--- src/sv/eots_pkg.sv ---
// Shared constants, codes and types of the eased overlay transition sequencer.
`default_nettype none

package eots_pkg;

   // Fixed point format of progress and alpha: Q1.FRAC_BITS.
   localparam int FRAC_BITS = 16;
   localparam int PW        = FRAC_BITS + 1;
   // The shared unit must hold a 17 bit remainder as well as a Q1.FRAC_BITS operand.
   localparam int UW        = (PW > 17) ? PW : 17;
   localparam int CW        = $clog2(UW + 1);
   localparam int AW        = (PW > 17) ? PW : 17;

   localparam logic [PW-1:0] ONE  = {1'b1, {FRAC_BITS{1'b0}}};
   localparam logic [PW-1:0] HALF = {2'b01, {(FRAC_BITS - 1){1'b0}}};

   // Shared unit operations.
   localparam logic OP_MUL = 1'b0;
   localparam logic OP_DIV = 1'b1;

   // Actions.
   localparam logic [2:0] ACT_TICK     = 3'd0;
   localparam logic [2:0] ACT_CLOSE    = 3'd1;
   localparam logic [2:0] ACT_OPEN     = 3'd2;
   localparam logic [2:0] ACT_COMPLETE = 3'd3;
   localparam logic [2:0] ACT_CANCEL   = 3'd4;

   // Phases.
   localparam logic [1:0] PH_IDLE      = 2'd0;
   localparam logic [1:0] PH_OPENING   = 2'd1;
   localparam logic [1:0] PH_CLOSING   = 2'd2;
   localparam logic [1:0] PH_COMPLETED = 2'd3;

   // Transition kinds.
   localparam logic [3:0] KIND_FADE     = 4'd0;
   localparam logic [3:0] KIND_SLIDE_L  = 4'd1;
   localparam logic [3:0] KIND_SLIDE_R  = 4'd2;
   localparam logic [3:0] KIND_SLIDE_U  = 4'd3;
   localparam logic [3:0] KIND_SLIDE_D  = 4'd4;
   localparam logic [3:0] KIND_WIPE_L   = 4'd5;
   localparam logic [3:0] KIND_WIPE_R   = 4'd6;
   localparam logic [3:0] KIND_CIRCLE_A = 4'd7;
   localparam logic [3:0] KIND_CIRCLE_B = 4'd8;

   // Configuration register indexes.
   localparam logic [1:0] CSR_SCREEN_W   = 2'd0;
   localparam logic [1:0] CSR_SCREEN_H   = 2'd1;
   localparam logic [1:0] CSR_BASE_ALPHA = 2'd2;

   // Reset values of the configuration registers.
   localparam logic [11:0] SCREEN_W_RST   = 12'd1280;
   localparam logic [11:0] SCREEN_H_RST   = 12'd720;
   localparam logic [16:0] BASE_ALPHA_RST = 17'(ONE);

   // Response transaction layout.
   localparam int RSP_W       = 88;
   localparam int RSP_VIS_BIT = 86;
   localparam int RSP_DONE_BIT = 87;

   typedef struct packed {
      logic          start;
      logic          op;
      logic [UW-1:0] a;
      logic [UW-1:0] b;
   } unit_req_type;

   typedef struct packed {
      logic            done;
      logic [2*UW-1:0] product;
   } unit_rsp_type;

endpackage

`default_nettype wire

--- src/sv/eots_unit.sv ---
// Shared iterative unit: shift-add multiplier and restoring divider on one adder.
`default_nettype none

module eots_unit (
   input  wire                    clock,
   input  wire                    reset,
   input  wire eots_pkg::unit_req_type req,
   output eots_pkg::unit_rsp_type rsp
);

   localparam int UW = eots_pkg::UW;
   localparam int CW = eots_pkg::CW;

   logic [2*UW-1:0] p_ff, p_in;
   logic [UW-1:0]   a_ff, a_in;
   logic            op_ff, op_in;
   logic [CW-1:0]   cnt_ff, cnt_in;
   logic            busy_ff, busy_in;
   logic            done_ff, done_in;

   logic [UW-1:0]   hi, lo, r2, base, addend, rem_next;
   logic [UW:0]     sum;
   logic [2*UW-1:0] step_p;

   always_comb begin
      hi     = p_ff[2*UW-1:UW];
      lo     = p_ff[UW-1:0];
      r2     = {hi[UW-2:0], 1'b0};
      base   = (op_ff == eots_pkg::OP_MUL) ? hi : r2;
      addend = (op_ff == eots_pkg::OP_MUL) ? (lo[0] ? a_ff : {UW{1'b0}}) : ~a_ff;
      // For division the carry out of r2 + ~a + 1 tells r2 >= a.
      sum    = {1'b0, base} + {1'b0, addend} + {{UW{1'b0}}, (op_ff == eots_pkg::OP_DIV)};
      rem_next = sum[UW] ? sum[UW-1:0] : r2;
      if (op_ff == eots_pkg::OP_MUL) begin
         step_p = {sum, lo[UW-1:1]};
      end else begin
         step_p = {rem_next, lo[UW-2:0], sum[UW]};
      end
   end

   always_comb begin
      p_in    = p_ff;
      a_in    = a_ff;
      op_in   = op_ff;
      cnt_in  = cnt_ff;
      busy_in = busy_ff;
      done_in = 1'b0;
      if (req.start) begin
         a_in    = req.a;
         op_in   = req.op;
         busy_in = 1'b1;
         if (req.op == eots_pkg::OP_MUL) begin
            p_in   = {{UW{1'b0}}, req.b};
            cnt_in = CW'(UW);
         end else begin
            p_in   = {req.b, {UW{1'b0}}};
            cnt_in = CW'(eots_pkg::FRAC_BITS);
         end
      end else if (busy_ff) begin
         p_in   = step_p;
         cnt_in = cnt_ff - CW'(1);
         if (cnt_ff == CW'(1)) begin
            busy_in = 1'b0;
            done_in = 1'b1;
         end
      end
   end

   always_ff @(posedge clock) begin
      p_ff  <= p_in;
      a_ff  <= a_in;
      op_ff <= op_in;
      if (reset) begin
         cnt_ff  <= '0;
         busy_ff <= 1'b0;
         done_ff <= 1'b0;
      end else begin
         cnt_ff  <= cnt_in;
         busy_ff <= busy_in;
         done_ff <= done_in;
      end
   end

   assign rsp.done    = done_ff;
   assign rsp.product = p_ff;

endmodule

`default_nettype wire

--- src/sv/eased_overlay_transition_sequencer_core.sv ---
// Top level of the eased overlay transition sequencer: state, sequencer and ports.
`default_nettype none

// The block steps one full-screen overlay through an eased transition. Each request
// transaction carries a tick or a command (start closing, start opening, complete
// now, cancel) and produces exactly one response transaction with the phase, the
// eased progress, the overlay alpha and the overlay rectangle. Commands and ticks
// outside an active phase finish in the cycle of acceptance. A tick in an active
// phase runs through one shared iterative unit: a restoring divide for the raw
// progress (skipped when the length is zero or the end is reached), then three
// shift-add multiplies (ease square, width scale, height scale). The request side
// is ready only while the sequencer is idle and the response register is empty or
// being emptied. Configuration writes go in at any time but are meant for idle
// periods.
module eased_overlay_transition_sequencer_core (
   input  wire                       clock,
   input  wire                       reset,
   // Request channel.
   input  wire                       req_tvalid,
   output logic                      req_tready,
   input  wire  [15:0]               req_tdata,   // [15:0] duration_ticks
   input  wire  [6:0]                req_tuser,   // [2:0] action, [6:3] kind
   // Response channel.
   output logic                      rsp_tvalid,
   input  wire                       rsp_tready,
   // [1:0] phase, [18:2] progress, [35:19] overlay_alpha, [48:36] pos_x,
   // [61:49] pos_y, [73:62] width_px, [85:74] height_px, [86] visible, [87] done_res
   output logic [eots_pkg::RSP_W-1:0] rsp_tdata,
   // Configuration write port.
   input  wire                       csr_write_enable,
   input  wire  [1:0]                csr_index,
   input  wire  [16:0]               csr_wdata
);

   localparam int PW = eots_pkg::PW;
   localparam int UW = eots_pkg::UW;
   localparam int AW = eots_pkg::AW;
   localparam int FB = eots_pkg::FRAC_BITS;

   // Sequencer states.
   localparam logic [3:0] ST_IDLE      = 4'd0;
   localparam logic [3:0] ST_DIV_GO    = 4'd1;
   localparam logic [3:0] ST_DIV_WAIT  = 4'd2;
   localparam logic [3:0] ST_EASE_GO   = 4'd3;
   localparam logic [3:0] ST_EASE_WAIT = 4'd4;
   localparam logic [3:0] ST_SW_GO     = 4'd5;
   localparam logic [3:0] ST_SW_WAIT   = 4'd6;
   localparam logic [3:0] ST_SH_GO     = 4'd7;
   localparam logic [3:0] ST_SH_WAIT   = 4'd8;
   localparam logic [3:0] ST_FINISH    = 4'd9;

   // Configuration registers.
   logic [11:0] scr_w_ff, scr_h_ff;
   logic [16:0] base_alpha_ff;

   // Transition state.
   logic [1:0]    phase_ff, phase_in;
   logic [15:0]   elapsed_ff, elapsed_in;
   logic [15:0]   length_ff, length_in;
   logic [3:0]    kind_ff, kind_in;
   logic [PW-1:0] prog_ff, prog_in;
   logic [12:0]   rect_x_ff, rect_x_in;
   logic [12:0]   rect_y_ff, rect_y_in;
   logic [11:0]   rect_w_ff, rect_w_in;
   logic [11:0]   rect_h_ff, rect_h_in;
   logic [PW-1:0] alpha_ff, alpha_in;

   // Working registers of an active tick.
   logic [3:0]    seq_ff, seq_in;
   logic [PW-1:0] raw_ff, raw_in;
   logic [PW-1:0] eff_ff, eff_in;
   logic [11:0]   sw_ff, sw_in;
   logic [11:0]   sh_ff, sh_in;

   // Response register.
   logic                      rsp_valid_ff, rsp_valid_in;
   logic [eots_pkg::RSP_W-1:0] rsp_data_ff, rsp_data_in;

   eots_pkg::unit_req_type unit_req;
   eots_pkg::unit_rsp_type unit_rsp;

   logic [2:0]    req_action;
   logic [3:0]    req_kind;
   logic          req_fire;
   logic          rsp_free;
   logic          phase_active;
   logic [15:0]   elapsed_inc;
   logic [PW:0]   u_wide;
   logic [PW-1:0] ease_u;
   logic          ease_low;
   logic [PW-1:0] p_low, p_high, p_new;
   logic [PW-1:0] base_sat;
   logic          load_rsp;
   logic          done_flag;

   eots_unit u_unit (
      .clock (clock),
      .reset (reset),
      .req   (unit_req),
      .rsp   (unit_rsp)
   );

   function automatic logic [eots_pkg::RSP_W-1:0] pack_rsp(
      input logic [1:0]    phase,
      input logic [PW-1:0] prog,
      input logic [PW-1:0] alpha,
      input logic [12:0]   x,
      input logic [12:0]   y,
      input logic [11:0]   w,
      input logic [11:0]   h,
      input logic          done
   );
      logic vis;
      vis = (phase != eots_pkg::PH_IDLE);
      return {done, vis, h, w, y, x, 17'(alpha), 17'(prog), phase};
   endfunction

   assign req_action   = req_tuser[2:0];
   assign req_kind     = req_tuser[6:3];
   assign rsp_free     = !rsp_valid_ff || rsp_tready;
   assign req_tready   = (seq_ff == ST_IDLE) && rsp_free;
   assign req_fire     = req_tvalid && req_tready;
   assign phase_active = (phase_ff == eots_pkg::PH_OPENING) ||
                         (phase_ff == eots_pkg::PH_CLOSING);
   assign elapsed_inc  = (elapsed_ff == 16'hFFFF) ? elapsed_ff : elapsed_ff + 16'd1;

   // Ease-in-out terms: the lower half squares t, the upper half squares 2 - 2t.
   assign u_wide   = ((PW+1)'(eots_pkg::ONE) << 1) - ((PW+1)'(raw_ff) << 1);
   assign ease_u   = u_wide[PW-1:0];
   assign ease_low = (raw_ff < eots_pkg::HALF);
   assign p_low    = PW'(unit_rsp.product >> (FB - 1));
   assign p_high   = eots_pkg::ONE - PW'(unit_rsp.product >> (FB + 1));
   assign p_new    = ease_low ? p_low : p_high;

   // Base alpha values above one are used as one.
   assign base_sat = (AW'(base_alpha_ff) > AW'(eots_pkg::ONE)) ? eots_pkg::ONE
                                                               : PW'(base_alpha_ff);

   always_comb begin
      phase_in     = phase_ff;
      elapsed_in   = elapsed_ff;
      length_in    = length_ff;
      kind_in      = kind_ff;
      prog_in      = prog_ff;
      rect_x_in    = rect_x_ff;
      rect_y_in    = rect_y_ff;
      rect_w_in    = rect_w_ff;
      rect_h_in    = rect_h_ff;
      alpha_in     = alpha_ff;
      seq_in       = seq_ff;
      raw_in       = raw_ff;
      eff_in       = eff_ff;
      sw_in        = sw_ff;
      sh_in        = sh_ff;
      rsp_valid_in = rsp_valid_ff && !rsp_tready;
      rsp_data_in  = rsp_data_ff;
      load_rsp     = 1'b0;
      done_flag    = 1'b0;
      unit_req.start = 1'b0;
      unit_req.op    = eots_pkg::OP_MUL;
      unit_req.a     = UW'(eff_ff);
      unit_req.b     = UW'(scr_w_ff);

      unique case (seq_ff)
         ST_IDLE: begin
            if (req_fire) begin
               unique case (req_action) inside
                  eots_pkg::ACT_TICK: begin
                     if (phase_active) begin
                        elapsed_in = elapsed_inc;
                        // Once elapsed reaches the length the quotient is at least one.
                        if (length_ff == 16'd0 || elapsed_inc >= length_ff) begin
                           raw_in = eots_pkg::ONE;
                           seq_in = ST_EASE_GO;
                        end else begin
                           seq_in = ST_DIV_GO;
                        end
                     end else begin
                        load_rsp = 1'b1;
                     end
                  end
                  eots_pkg::ACT_CLOSE, eots_pkg::ACT_OPEN: begin
                     kind_in    = req_kind;
                     length_in  = req_tdata;
                     elapsed_in = 16'd0;
                     prog_in    = '0;
                     phase_in   = (req_action == eots_pkg::ACT_CLOSE) ? eots_pkg::PH_CLOSING
                                                                      : eots_pkg::PH_OPENING;
                     load_rsp   = 1'b1;
                  end
                  eots_pkg::ACT_COMPLETE: begin
                     phase_in  = eots_pkg::PH_COMPLETED;
                     prog_in   = eots_pkg::ONE;
                     done_flag = 1'b1;
                     load_rsp  = 1'b1;
                  end
                  eots_pkg::ACT_CANCEL: begin
                     phase_in   = eots_pkg::PH_IDLE;
                     prog_in    = '0;
                     elapsed_in = 16'd0;
                     load_rsp   = 1'b1;
                  end
                  default: begin
                     load_rsp = 1'b1;
                  end
               endcase
            end
         end
         ST_DIV_GO: begin
            unit_req.start = 1'b1;
            unit_req.op    = eots_pkg::OP_DIV;
            unit_req.a     = UW'(length_ff);
            unit_req.b     = UW'(elapsed_ff);
            seq_in         = ST_DIV_WAIT;
         end
         ST_DIV_WAIT: begin
            if (unit_rsp.done) begin
               raw_in = PW'(unit_rsp.product[FB-1:0]);
               seq_in = ST_EASE_GO;
            end
         end
         ST_EASE_GO: begin
            unit_req.start = 1'b1;
            unit_req.op    = eots_pkg::OP_MUL;
            unit_req.a     = ease_low ? UW'(raw_ff) : UW'(ease_u);
            unit_req.b     = ease_low ? UW'(raw_ff) : UW'(ease_u);
            seq_in         = ST_EASE_WAIT;
         end
         ST_EASE_WAIT: begin
            if (unit_rsp.done) begin
               prog_in = p_new;
               eff_in  = (phase_ff == eots_pkg::PH_OPENING) ? eots_pkg::ONE - p_new : p_new;
               seq_in  = ST_SW_GO;
            end
         end
         ST_SW_GO: begin
            unit_req.start = 1'b1;
            unit_req.a     = UW'(eff_ff);
            unit_req.b     = UW'(scr_w_ff);
            seq_in         = ST_SW_WAIT;
         end
         ST_SW_WAIT: begin
            if (unit_rsp.done) begin
               sw_in  = 12'(unit_rsp.product >> FB);
               seq_in = ST_SH_GO;
            end
         end
         ST_SH_GO: begin
            unit_req.start = 1'b1;
            unit_req.a     = UW'(eff_ff);
            unit_req.b     = UW'(scr_h_ff);
            seq_in         = ST_SH_WAIT;
         end
         ST_SH_WAIT: begin
            if (unit_rsp.done) begin
               sh_in  = 12'(unit_rsp.product >> FB);
               seq_in = ST_FINISH;
            end
         end
         ST_FINISH: begin
            if (rsp_free) begin
               case (kind_ff) inside
                  eots_pkg::KIND_FADE, eots_pkg::KIND_CIRCLE_A, eots_pkg::KIND_CIRCLE_B: begin
                     alpha_in = eff_ff;
                  end
                  eots_pkg::KIND_SLIDE_L: begin
                     rect_x_in = 13'(sw_ff) - 13'(scr_w_ff);
                     rect_y_in = 13'd0;
                     alpha_in  = base_sat;
                  end
                  eots_pkg::KIND_SLIDE_R: begin
                     rect_x_in = 13'(scr_w_ff) - 13'(sw_ff);
                     rect_y_in = 13'd0;
                     alpha_in  = base_sat;
                  end
                  eots_pkg::KIND_SLIDE_U: begin
                     rect_x_in = 13'd0;
                     rect_y_in = 13'(sh_ff) - 13'(scr_h_ff);
                     alpha_in  = base_sat;
                  end
                  eots_pkg::KIND_SLIDE_D: begin
                     rect_x_in = 13'd0;
                     rect_y_in = 13'(scr_h_ff) - 13'(sh_ff);
                     alpha_in  = base_sat;
                  end
                  eots_pkg::KIND_WIPE_L, eots_pkg::KIND_WIPE_R: begin
                     rect_w_in = sw_ff;
                     rect_h_in = scr_h_ff;
                     rect_x_in = (kind_ff == eots_pkg::KIND_WIPE_R)
                                 ? 13'(scr_w_ff) - 13'(sw_ff) : 13'd0;
                     rect_y_in = 13'd0;
                     alpha_in  = base_sat;
                  end
                  default: begin
                     // Unassigned kinds only advance progress and phase.
                  end
               endcase
               if (raw_ff == eots_pkg::ONE) begin
                  phase_in  = eots_pkg::PH_COMPLETED;
                  done_flag = 1'b1;
               end
               load_rsp = 1'b1;
               seq_in   = ST_IDLE;
            end
         end
         default: begin
            seq_in = ST_IDLE;
         end
      endcase

      if (load_rsp) begin
         rsp_valid_in = 1'b1;
         rsp_data_in  = pack_rsp(phase_in, prog_in, alpha_in, rect_x_in, rect_y_in,
                                 rect_w_in, rect_h_in, done_flag);
      end
   end

   // Configuration writes; indexes beyond the register list are dropped.
   always_ff @(posedge clock) begin
      if (reset) begin
         scr_w_ff      <= eots_pkg::SCREEN_W_RST;
         scr_h_ff      <= eots_pkg::SCREEN_H_RST;
         base_alpha_ff <= eots_pkg::BASE_ALPHA_RST;
      end else if (csr_write_enable) begin
         unique case (csr_index)
            eots_pkg::CSR_SCREEN_W:   scr_w_ff      <= csr_wdata[11:0];
            eots_pkg::CSR_SCREEN_H:   scr_h_ff      <= csr_wdata[11:0];
            eots_pkg::CSR_BASE_ALPHA: base_alpha_ff <= csr_wdata;
            default: begin
            end
         endcase
      end
   end

   always_ff @(posedge clock) begin
      raw_ff      <= raw_in;
      eff_ff      <= eff_in;
      sw_ff       <= sw_in;
      sh_ff       <= sh_in;
      rsp_data_ff <= rsp_data_in;
      if (reset) begin
         phase_ff     <= eots_pkg::PH_IDLE;
         elapsed_ff   <= 16'd0;
         length_ff    <= 16'd0;
         kind_ff      <= eots_pkg::KIND_FADE;
         prog_ff      <= '0;
         rect_x_ff    <= 13'd0;
         rect_y_ff    <= 13'd0;
         rect_w_ff    <= eots_pkg::SCREEN_W_RST;
         rect_h_ff    <= eots_pkg::SCREEN_H_RST;
         alpha_ff     <= eots_pkg::ONE;
         seq_ff       <= ST_IDLE;
         rsp_valid_ff <= 1'b0;
      end else begin
         phase_ff     <= phase_in;
         elapsed_ff   <= elapsed_in;
         length_ff    <= length_in;
         kind_ff      <= kind_in;
         prog_ff      <= prog_in;
         rect_x_ff    <= rect_x_in;
         rect_y_ff    <= rect_y_in;
         rect_w_ff    <= rect_w_in;
         rect_h_ff    <= rect_h_in;
         alpha_ff     <= alpha_in;
         seq_ff       <= seq_in;
         rsp_valid_ff <= rsp_valid_in;
      end
   end

   assign rsp_tvalid = rsp_valid_ff;
   assign rsp_tdata  = rsp_data_ff;

endmodule

`default_nettype wire

--- config.mk ---
export PLATFORM = sky130hd
export DESIGN_NAME = eased_overlay_transition_sequencer_core
export DESIGN_NICKNAME = d
export VERILOG_FILES = /design/src/sv/eots_pkg.sv /design/src/sv/eots_unit.sv /design/src/sv/eased_overlay_transition_sequencer_core.sv
export SDC_FILE = /design/constraint.sdc
export NUM_CORES = 1
export LEC_CHECK = 0
export BUFFER_PORTS_ARGS = -buffer_cell sky130_fd_sc_hd__buf_2
export CAP_MARGIN = 20
export CORE_MARGIN = 2
export CORE_UTILIZATION = 62
export DETAILED_ROUTE_END_ITERATION = 16
export GPL_TIMING_DRIVEN = 0
export PLACE_DENSITY = 0.81
export REMOVE_ABC_BUFFERS = 1
export SLEW_MARGIN = 0
export SYNTH_ARGS = -nofsm -noshare
export SYNTH_HDL_FRONTEND = slang
export SYNTH_HIERARCHICAL = 1
export SYNTH_SLANG_ARGS = --single-unit
--- constraint.sdc ---
create_clock -name clock -period 7.8 [get_ports clock]
set_input_delay 1.56 -clock clock [delete_from_list [all_inputs] [get_ports clock]]
set_output_delay 1.56 -clock clock [all_outputs]
set_load 0.05 [all_outputs]
==> results.json, run 1 <==
{
  "ys_seq_area_share_pct": 44.94,
  "syn-cell-area_sq_um": 21020,
  "ys_ff_latch": 373,
  "cts_buffer_depth": 3,
  "io_buffers": 136,
  "rsz0062_at_grt": "no",
  "p_sw_share_pct": 26.49,
  "yosys_most_used_dff": "edfxtp_1",
  "cts_setup_buffers": 0,
  "wl_um": 59460,
  "drc_errors": 0,
  "worstMarginPinSlew_ns": 1.109,
  "grt-ovfl-total": 0,
  "skew_ns": 0.01957,
  "drt-vias-per-instance": 6.362,
  "dpl-instance-area_sq_um": 22000,
  "synth.distinct_cells": 102,
  "final_cell_mix": "297 x nand2_1, 198 x edfxtp_1, 175 x dfxtp_1, 149 x o21ai_0",
  "grt_max_degree": 127,
  "synthArstFlopShare_pct": 0,
  "outcome": "complete, no violations",
  "htree_num_levels": 2,
  "drive_gt1_share_pct": 13.35,
  "die-area_sq_um": 35400,
  "power_frac_comb_pct": 11.7,
  "ant_nets": 0,
  "antenna_found_initial": 3,
  "cts_tree": "yes",
  "place.gp.congestion": 0.9494,
  "post-route-util_pct": 69.79,
  "track_usage_pct": 32.85,
  "p_int_uw": 3438,
  "p_sw_uw": 1239,
  "hold_violations": 0,
  "drv_cap": 0,
  "drtIter0Drc": 1978,
  "p_total_uw": 4678,
  "leakagePower_uw": 0.009062,
  "cts_sinks": 373,
  "rows": 67,
  "core-area_sq_um": 33450,
  "seqPwrFrac_pct": 46.9,
  "drv_slew": 0,
  "dr_wl_met2_um": 28190,
  "grt_pass1_vias": 16500,
  "cts_hold_buf": 0,
  "hold_slack_ns": 0.4841,
  "powerDensity_nw_per_um2": 200.4,
  "min_period_ns": 5.218,
  "cts_buffers": 40,
  "grt_pass1_wl_um": 91400,
  "fp.dieW_um": 188.1,
  "relSlewSlack_pct": 25.83,
  "clkPwrFrac_pct": 41.5,
  "crit_type": "reg -> reg",
  "design_area_sq_um": 23340,
  "critPathLaunchType": "flip-flop",
  "synth_edf_count": 198,
  "clk_pin_slew_ns": 0.06,
  "crit_path_end_kind": "flip-flop",
  "syn_to_final_growth_pct": 11.04,
  "vias": 17680,
  "clk_latency_ns": 0.57,
  "crit_arrival_ns": 5.52,
  "cts_resized": 0,
  "hpwl_um": 43200,
  "final_nets": 2437,
  "first_pass_iters": 6,
  "min_period_over_period_pct": 66.89,
  "cp_data_required_time_ns": 8.10,
  "min_path_type": "reg -> reg",
  "wl_met1_um": 23400,
  "avgSynthCellArea_sq_um": 9.424,
  "cts-root-buf": "clkbuf_16",
  "wl_met3_um": 4880,
  "peakVddDrop_uv": 263.1,
  "top_layer_used": "met5",
  "setup_violations": 0,
  "max_freq_mhz": 191.7,
  "fp.dieH_um": 188.1,
  "synth_cells": 2231,
  "start_util_pct": 62.85,
  "crit_path_max_fanout": 26,
  "ys_warn_count": 6,
  "final_common_cell": "nand2_1",
  "io_pins": 137,
  "wl_per_cell_um": 21.40
}
## power groups by stage
| stage | Combinational (uW) | Sequential [uW] | Clock (uW) |
|---|---|---|---|
| floorplan | 255 | 2340 | 0 |
| global placement | 509 | 2240 | 0 |
| detailed placement | 537 | 2230 | 0 |
| CTS | 540 | 2190 | 1950 |
| global route | 584 | 2200 | 2030 |
| finish | 546 | 2190 | 1940 |
## cells by family (layout without fill, tap and decap cells)
| group | Yosys count | in the layout | synth area share, % |
|---|---|---|---|
| simple gates | 784 | 784 | 18.47 |
| compound gates | 571 | 571 | 17.91 |
| flops | 373 | 373 | 44.94 |
| buf+inv | 231 | 329 | 4.594 |
| mux | 99 | 99 | 4.963 |
| fa+ha+maj | 93 | 93 | 5.749 |
| xor+xnor | 80 | 80 | 3.368 |
| other cells | 0 | 1 | 0 |
## flip-flops by register name (all words and copies together) (netlist names), 17 cells and up
name,cells
u_unit/p_ff,34
base_alpha_ff,17
eff_ff,17
raw_ff,17
prog_ff,17
rsp_tdata,88
u_unit/a_ff,17
alpha_ff,17
## Yosys cell counts, types with 48 or more instances
library cell	n	area, sq um
nand2_1	297	1115
ha_1	87	1089
nor2b_1	88	550.5
nor2_1	140	525.5
dfxtp_1	175	3503
xnor2_1	48	420.4
o21ai_0	150	750.7
mux2i_1	57	570.6
a21oi_1	141	705.7
inv_1	99	371.6
edfxtp_1	198	5946
clkbuf_1	102	382.9
## layout make-up
| cell class | instances | area, sq um |
|---|---|---|
| Timing Repair Buffer | 154 | 969.7 |
| Sequential cell | 373 | 9449 |
| Tap cell | 448 | 560.5 |
| Antenna cell | 1 | 2.502 |
| Clock buffer | 51 | 1062 |
| Multi-Input combinational cell | 1627 | 10650 |
| Fill cell | 2543 | 10100 |
| Clock inverter | 23 | 267.8 |
| Inverter | 101 | 379.1 |
## path summary, 6_finish.rpt
kind	slack, ns	depth (start not counted)	end	start
min reg2reg	0.48	2	scr_w_ff[2]	scr_w_ff[2]
max	2.58	14	u_unit/p_ff[33]	u_unit/op_ff
min	0.48	2	scr_w_ff[2]	scr_w_ff[2]
max reg2reg	2.58	14	u_unit/p_ff[33]	u_unit/op_ff
## worst max-delay path, cell delays in order, from the launching register on
cell and delay, ns:
edfxtp_1 0.96, buf_16 0.24, buf_16 0.18, clkinv_1 0.58, nand2_1 0.25, fa_1 0.21
inv_1 0.06, fa_1 0.45, a21o_1 0.23, a311oi_1 0.43, o211ai_1 0.32, and4_1 0.29
or4_1 0.49, a31oi_1 0.16, o31ai_1 0.09
## routing by layer
| metal | vias to the layer above | track usage (%) |
|---|---|---|
| li1 | 8195 | - |
| met1 | 8405 | 41.64 |
| met2 | 889 | 54.54 |
| met3 | 184 | 5.484 |
| met4 | 2 | 16.26 |
| met5 | - | 0 |
## stage by stage
step | setup slack [ns] | std cells | setup TNS, ns
6_report | 2.582 | 2778 | 0
5_1_grt | 2.426 | 2777 | 0
4_1_cts | 2.725 | 2776 | 0
3_5_place_dp | 2.738 | 2702 | 0
3_3_place_gp | -1.330 | 2685 | -116.55
2_1_floorplan | 1.091 | 2101 | 0
Note: power is estimated with default switching activity, not from simulation.
==> run 2, diff against run 1 <==
--- a/config.mk
+++ b/config.mk
@@ -5,6 +5,7 @@
 export SDC_FILE = /design/constraint.sdc
 export NUM_CORES = 1
 export LEC_CHECK = 0
+export ABC_AREA = 1
 export BUFFER_PORTS_ARGS = -buffer_cell sky130_fd_sc_hd__buf_2
 export CAP_MARGIN = 20
 export CORE_MARGIN = 2
==> constraint.sdc (replaced) <==
create_clock -name clock -period 5.5 [get_ports clock]
set_input_delay 1.1 -clock clock [delete_from_list [all_inputs] [get_ports clock]]
set_output_delay 1.1 -clock clock [all_outputs]
set_load 0.05 [all_outputs]
==> results.json, run 2 <==
{
  "max_freq_mhz": 233.5,
  "grt_pass1_vias": 18700,
  "io_pins": 137,
  "crit_path_end_kind": "flip-flop",
  "fp.dieH_um": 189.6,
  "hold_violations": 0,
  "syn_to_final_growth_pct": 11.88,
  "wl_um": 65050,
  "seq_area_sq_um": 9449,
  "rrSetupSlack_ns": 1.22,
  "cts-root-buf": "clkbuf_16",
  "drt-vias-per-instance": 5.804,
  "synth_edf_count": 198,
  "outcome": "complete, no violations",
  "clkPwrFrac_pct": 23.6,
  "track_usage_pct": 36.22,
  "cp_data_required_time_ns": 5.69,
  "min_period_over_period_pct": 77.85,
  "nFillCells": 2691,
  "cts_buffers": 40,
  "io_buffers": 136,
  "setup_violations": 0,
  "wl_per_cell_um": 19.13,
  "drive_gt1_share_pct": 10.50,
  "synth_cells": 2818,
  "vias": 19740,
  "htree_num_levels": 2,
  "largest_reg_flops": 88,
  "cts_sinks": 373,
  "p_total_uw": 12510,
  "leakagePower_uw": 0.01103,
  "grt_max_degree": 74,
  "min_path_type": "reg -> reg",
  "cts_tree": "yes",
  "ys_ff_latch": 373,
  "syn-cell-area_sq_um": 21360,
  "setup_tns_ns": 0,
  "antenna_found_initial": 0,
  "p_sw_share_pct": 43.83,
  "seqPwrFrac_pct": 34.3,
  "cts_buffer_depth": 3,
  "cts_setup_buffers": 0,
  "yosysMostFrequentCell": "nand2_1",
  "drc_errors": 0,
  "die-area_sq_um": 35960,
  "critPathCapture": "raw_ff[2]",
  "yosys.area.top_type_share_pct": 27.83,
  "cts_resized": 0,
  "min_period_ns": 4.282,
  "hold_start": "prog_ff[5]",
  "grt-ovfl-total": 0,
  "avgSynthCellArea_sq_um": 7.580,
  "crit_arrival_ns": 4.47,
  "final_cell_mix": "771 x nand2_1, 381 x inv_1, 222 x a21oi_1, 213 x nor2_1, 198 x edfxtp_1",
  "ys_seq_area_share_pct": 44.23,
  "ant_nets": 0,
  "critPathLaunchType": "flip-flop",
  "rsz0062_at_grt": "no",
  "relSlewSlack_pct": 28.08,
  "crit_type": "reg -> reg",
  "yosys.area.top_type": "edfxtp_1",
  "final_nets": 3059,
  "multiInputGateArea_sq_um": 9983,
  "ys_warn_count": 6,
  "core-area_sq_um": 33700,
  "clk_pin_slew_ns": 0.06,
  "first_pass_iters": 6,
  "drv_slew": 0,
  "p_int_uw": 7027,
  "r2r-end": "raw_ff[2]",
  "grt_pass1_wl_um": 101400,
  "drtIter0Drc": 2013,
  "clk_latency_ns": 0.58,
  "synth.distinct_cells": 70,
  "drv_cap": 0,
  "yosys-top-cells-count": "771 x nand2_1, 382 x inv_1, 223 x a21oi_1",
  "setup.worst_path.start": "elapsed_ff[0]",
  "worstMarginPinSlew_ns": 1.075,
  "start_util_pct": 63.39,
  "final_common_cell": "nand2_1",
  "yosys-top-cells-area": "edfxtp_1 28%, dfxtp_1 16%, nand2_1 14%",
  "crit_path_max_fanout": 17,
  "peakVddDrop_uv": 592.2,
  "place.gp.congestion": 0.9705,
  "rows": 67,
  "power_frac_comb_pct": 42.2,
  "synthArstFlopShare_pct": 0,
  "r2r_cells": 16,
  "rr_startpoint": "elapsed_ff[0]",
  "fp.dieW_um": 189.6,
  "p_sw_uw": 5484,
  "hpwl_um": 48580,
  "cts_hold_buf": 0,
  "yosys_most_used_dff": "edfxtp_1",
  "skew_ns": 0.02048,
  "powerDensity_nw_per_um2": 523.5
}
run 2: logic make-up (layout without fill, tap and decap cells):
family / count (synthesis) / count (layout) / share of synthesized area (%)
buf+inv: 500 / 633 / 9.143
compound gates: 563 / 563 / 14.84
flops: 373 / 373 / 44.23
xor+xnor: 40 / 40 / 1.640
simple gates: 1249 / 1249 / 24.48
other cells: 0 / 1 / 0
fa+ha+maj: 93 / 93 / 5.658
run 2: how the worst min path moves through the flow:
stage,endpoint,slack [ns],cells past startpoint
3_3_place_gp,prog_ff[10],0.46,2
3_5_place_dp,prog_ff[5],0.46,2
2_1_floorplan,base_alpha_ff[10],0.44,2
5_1_grt,prog_ff[13],0.49,2
6_report,prog_ff[5],0.47,2
4_1_cts,prog_ff[5],0.47,2
run 2: final cells by class:
| type | instances | share of cell area (%) |
|---|---|---|
| timing repair buffer | 148 | 3.864 |
| inverter | 411 | 6.466 |
| clock inverter | 23 | 1.209 |
| sequential | 373 | 39.54 |
| clock buffer | 51 | 4.796 |
| tap | 448 | 2.345 |
| antenna | 1 | 0.01047 |
| multi-input combinational | 1945 | 41.77 |
run 2: power groups by stage:
stage / Clock (uW) / Sequential [uW] / Combinational, uW
floorplan: 0 / 4870 / 3110
global placement: 0 / 4430 / 4830
detailed placement: 0 / 4310 / 5130
finish: 2950 / 4290 / 5270
global route: 3060 / 4310 / 5840
CTS: 2960 / 4260 / 5170
run 2: metal layers:
layer | vias to the layer above | GRT usage, % | share of wire, %
met5 | - | 0 | 0
met4 | 0 | 19.77 | 5.8
met3 | 206 | 5.165 | 8.3
met2 | 983 | 61.48 | 47
met1 | 9091 | 44.73 | 38
li1 | 9455 | - | -
run 2: worst max-delay path, cell delays in order (launching register included):
cell and delay (ns):
dfxtp_1 0.46, ha_1 0.24, nand3_1 0.14, nor2_2 0.17, nand2_1 0.14, nor2_1 0.17, nand2_1 0.13, nor2_2 0.27
nor2_1 0.10, xor2_1 0.17, ha_1 0.30, nand2_1 0.07, nor4_1 0.34, nand3_1 0.11, nand4_1 0.22, nand2_1 0.12
a21oi_2 0.75
run 2: stage by stage:
stage / hold slack (ns) / cells / area, sq um / setup slack [ns] / utilization, %
finish: 0.4682 / 3400 / 23900 / 1.218 / 70.92
global route: 0.4889 / 3399 / 23900 / 0.9194 / 70.91
CTS: 0.4718 / 3398 / 23880 / 1.093 / 70.85
detailed placement: 0.4620 / 3324 / 22440 / 1.106 / 66.59
global placement: 0.4568 / 3313 / 22200 / -5.212 / 65.86
floorplan: 0.4410 / 2729 / 20950 / -3.240 / -
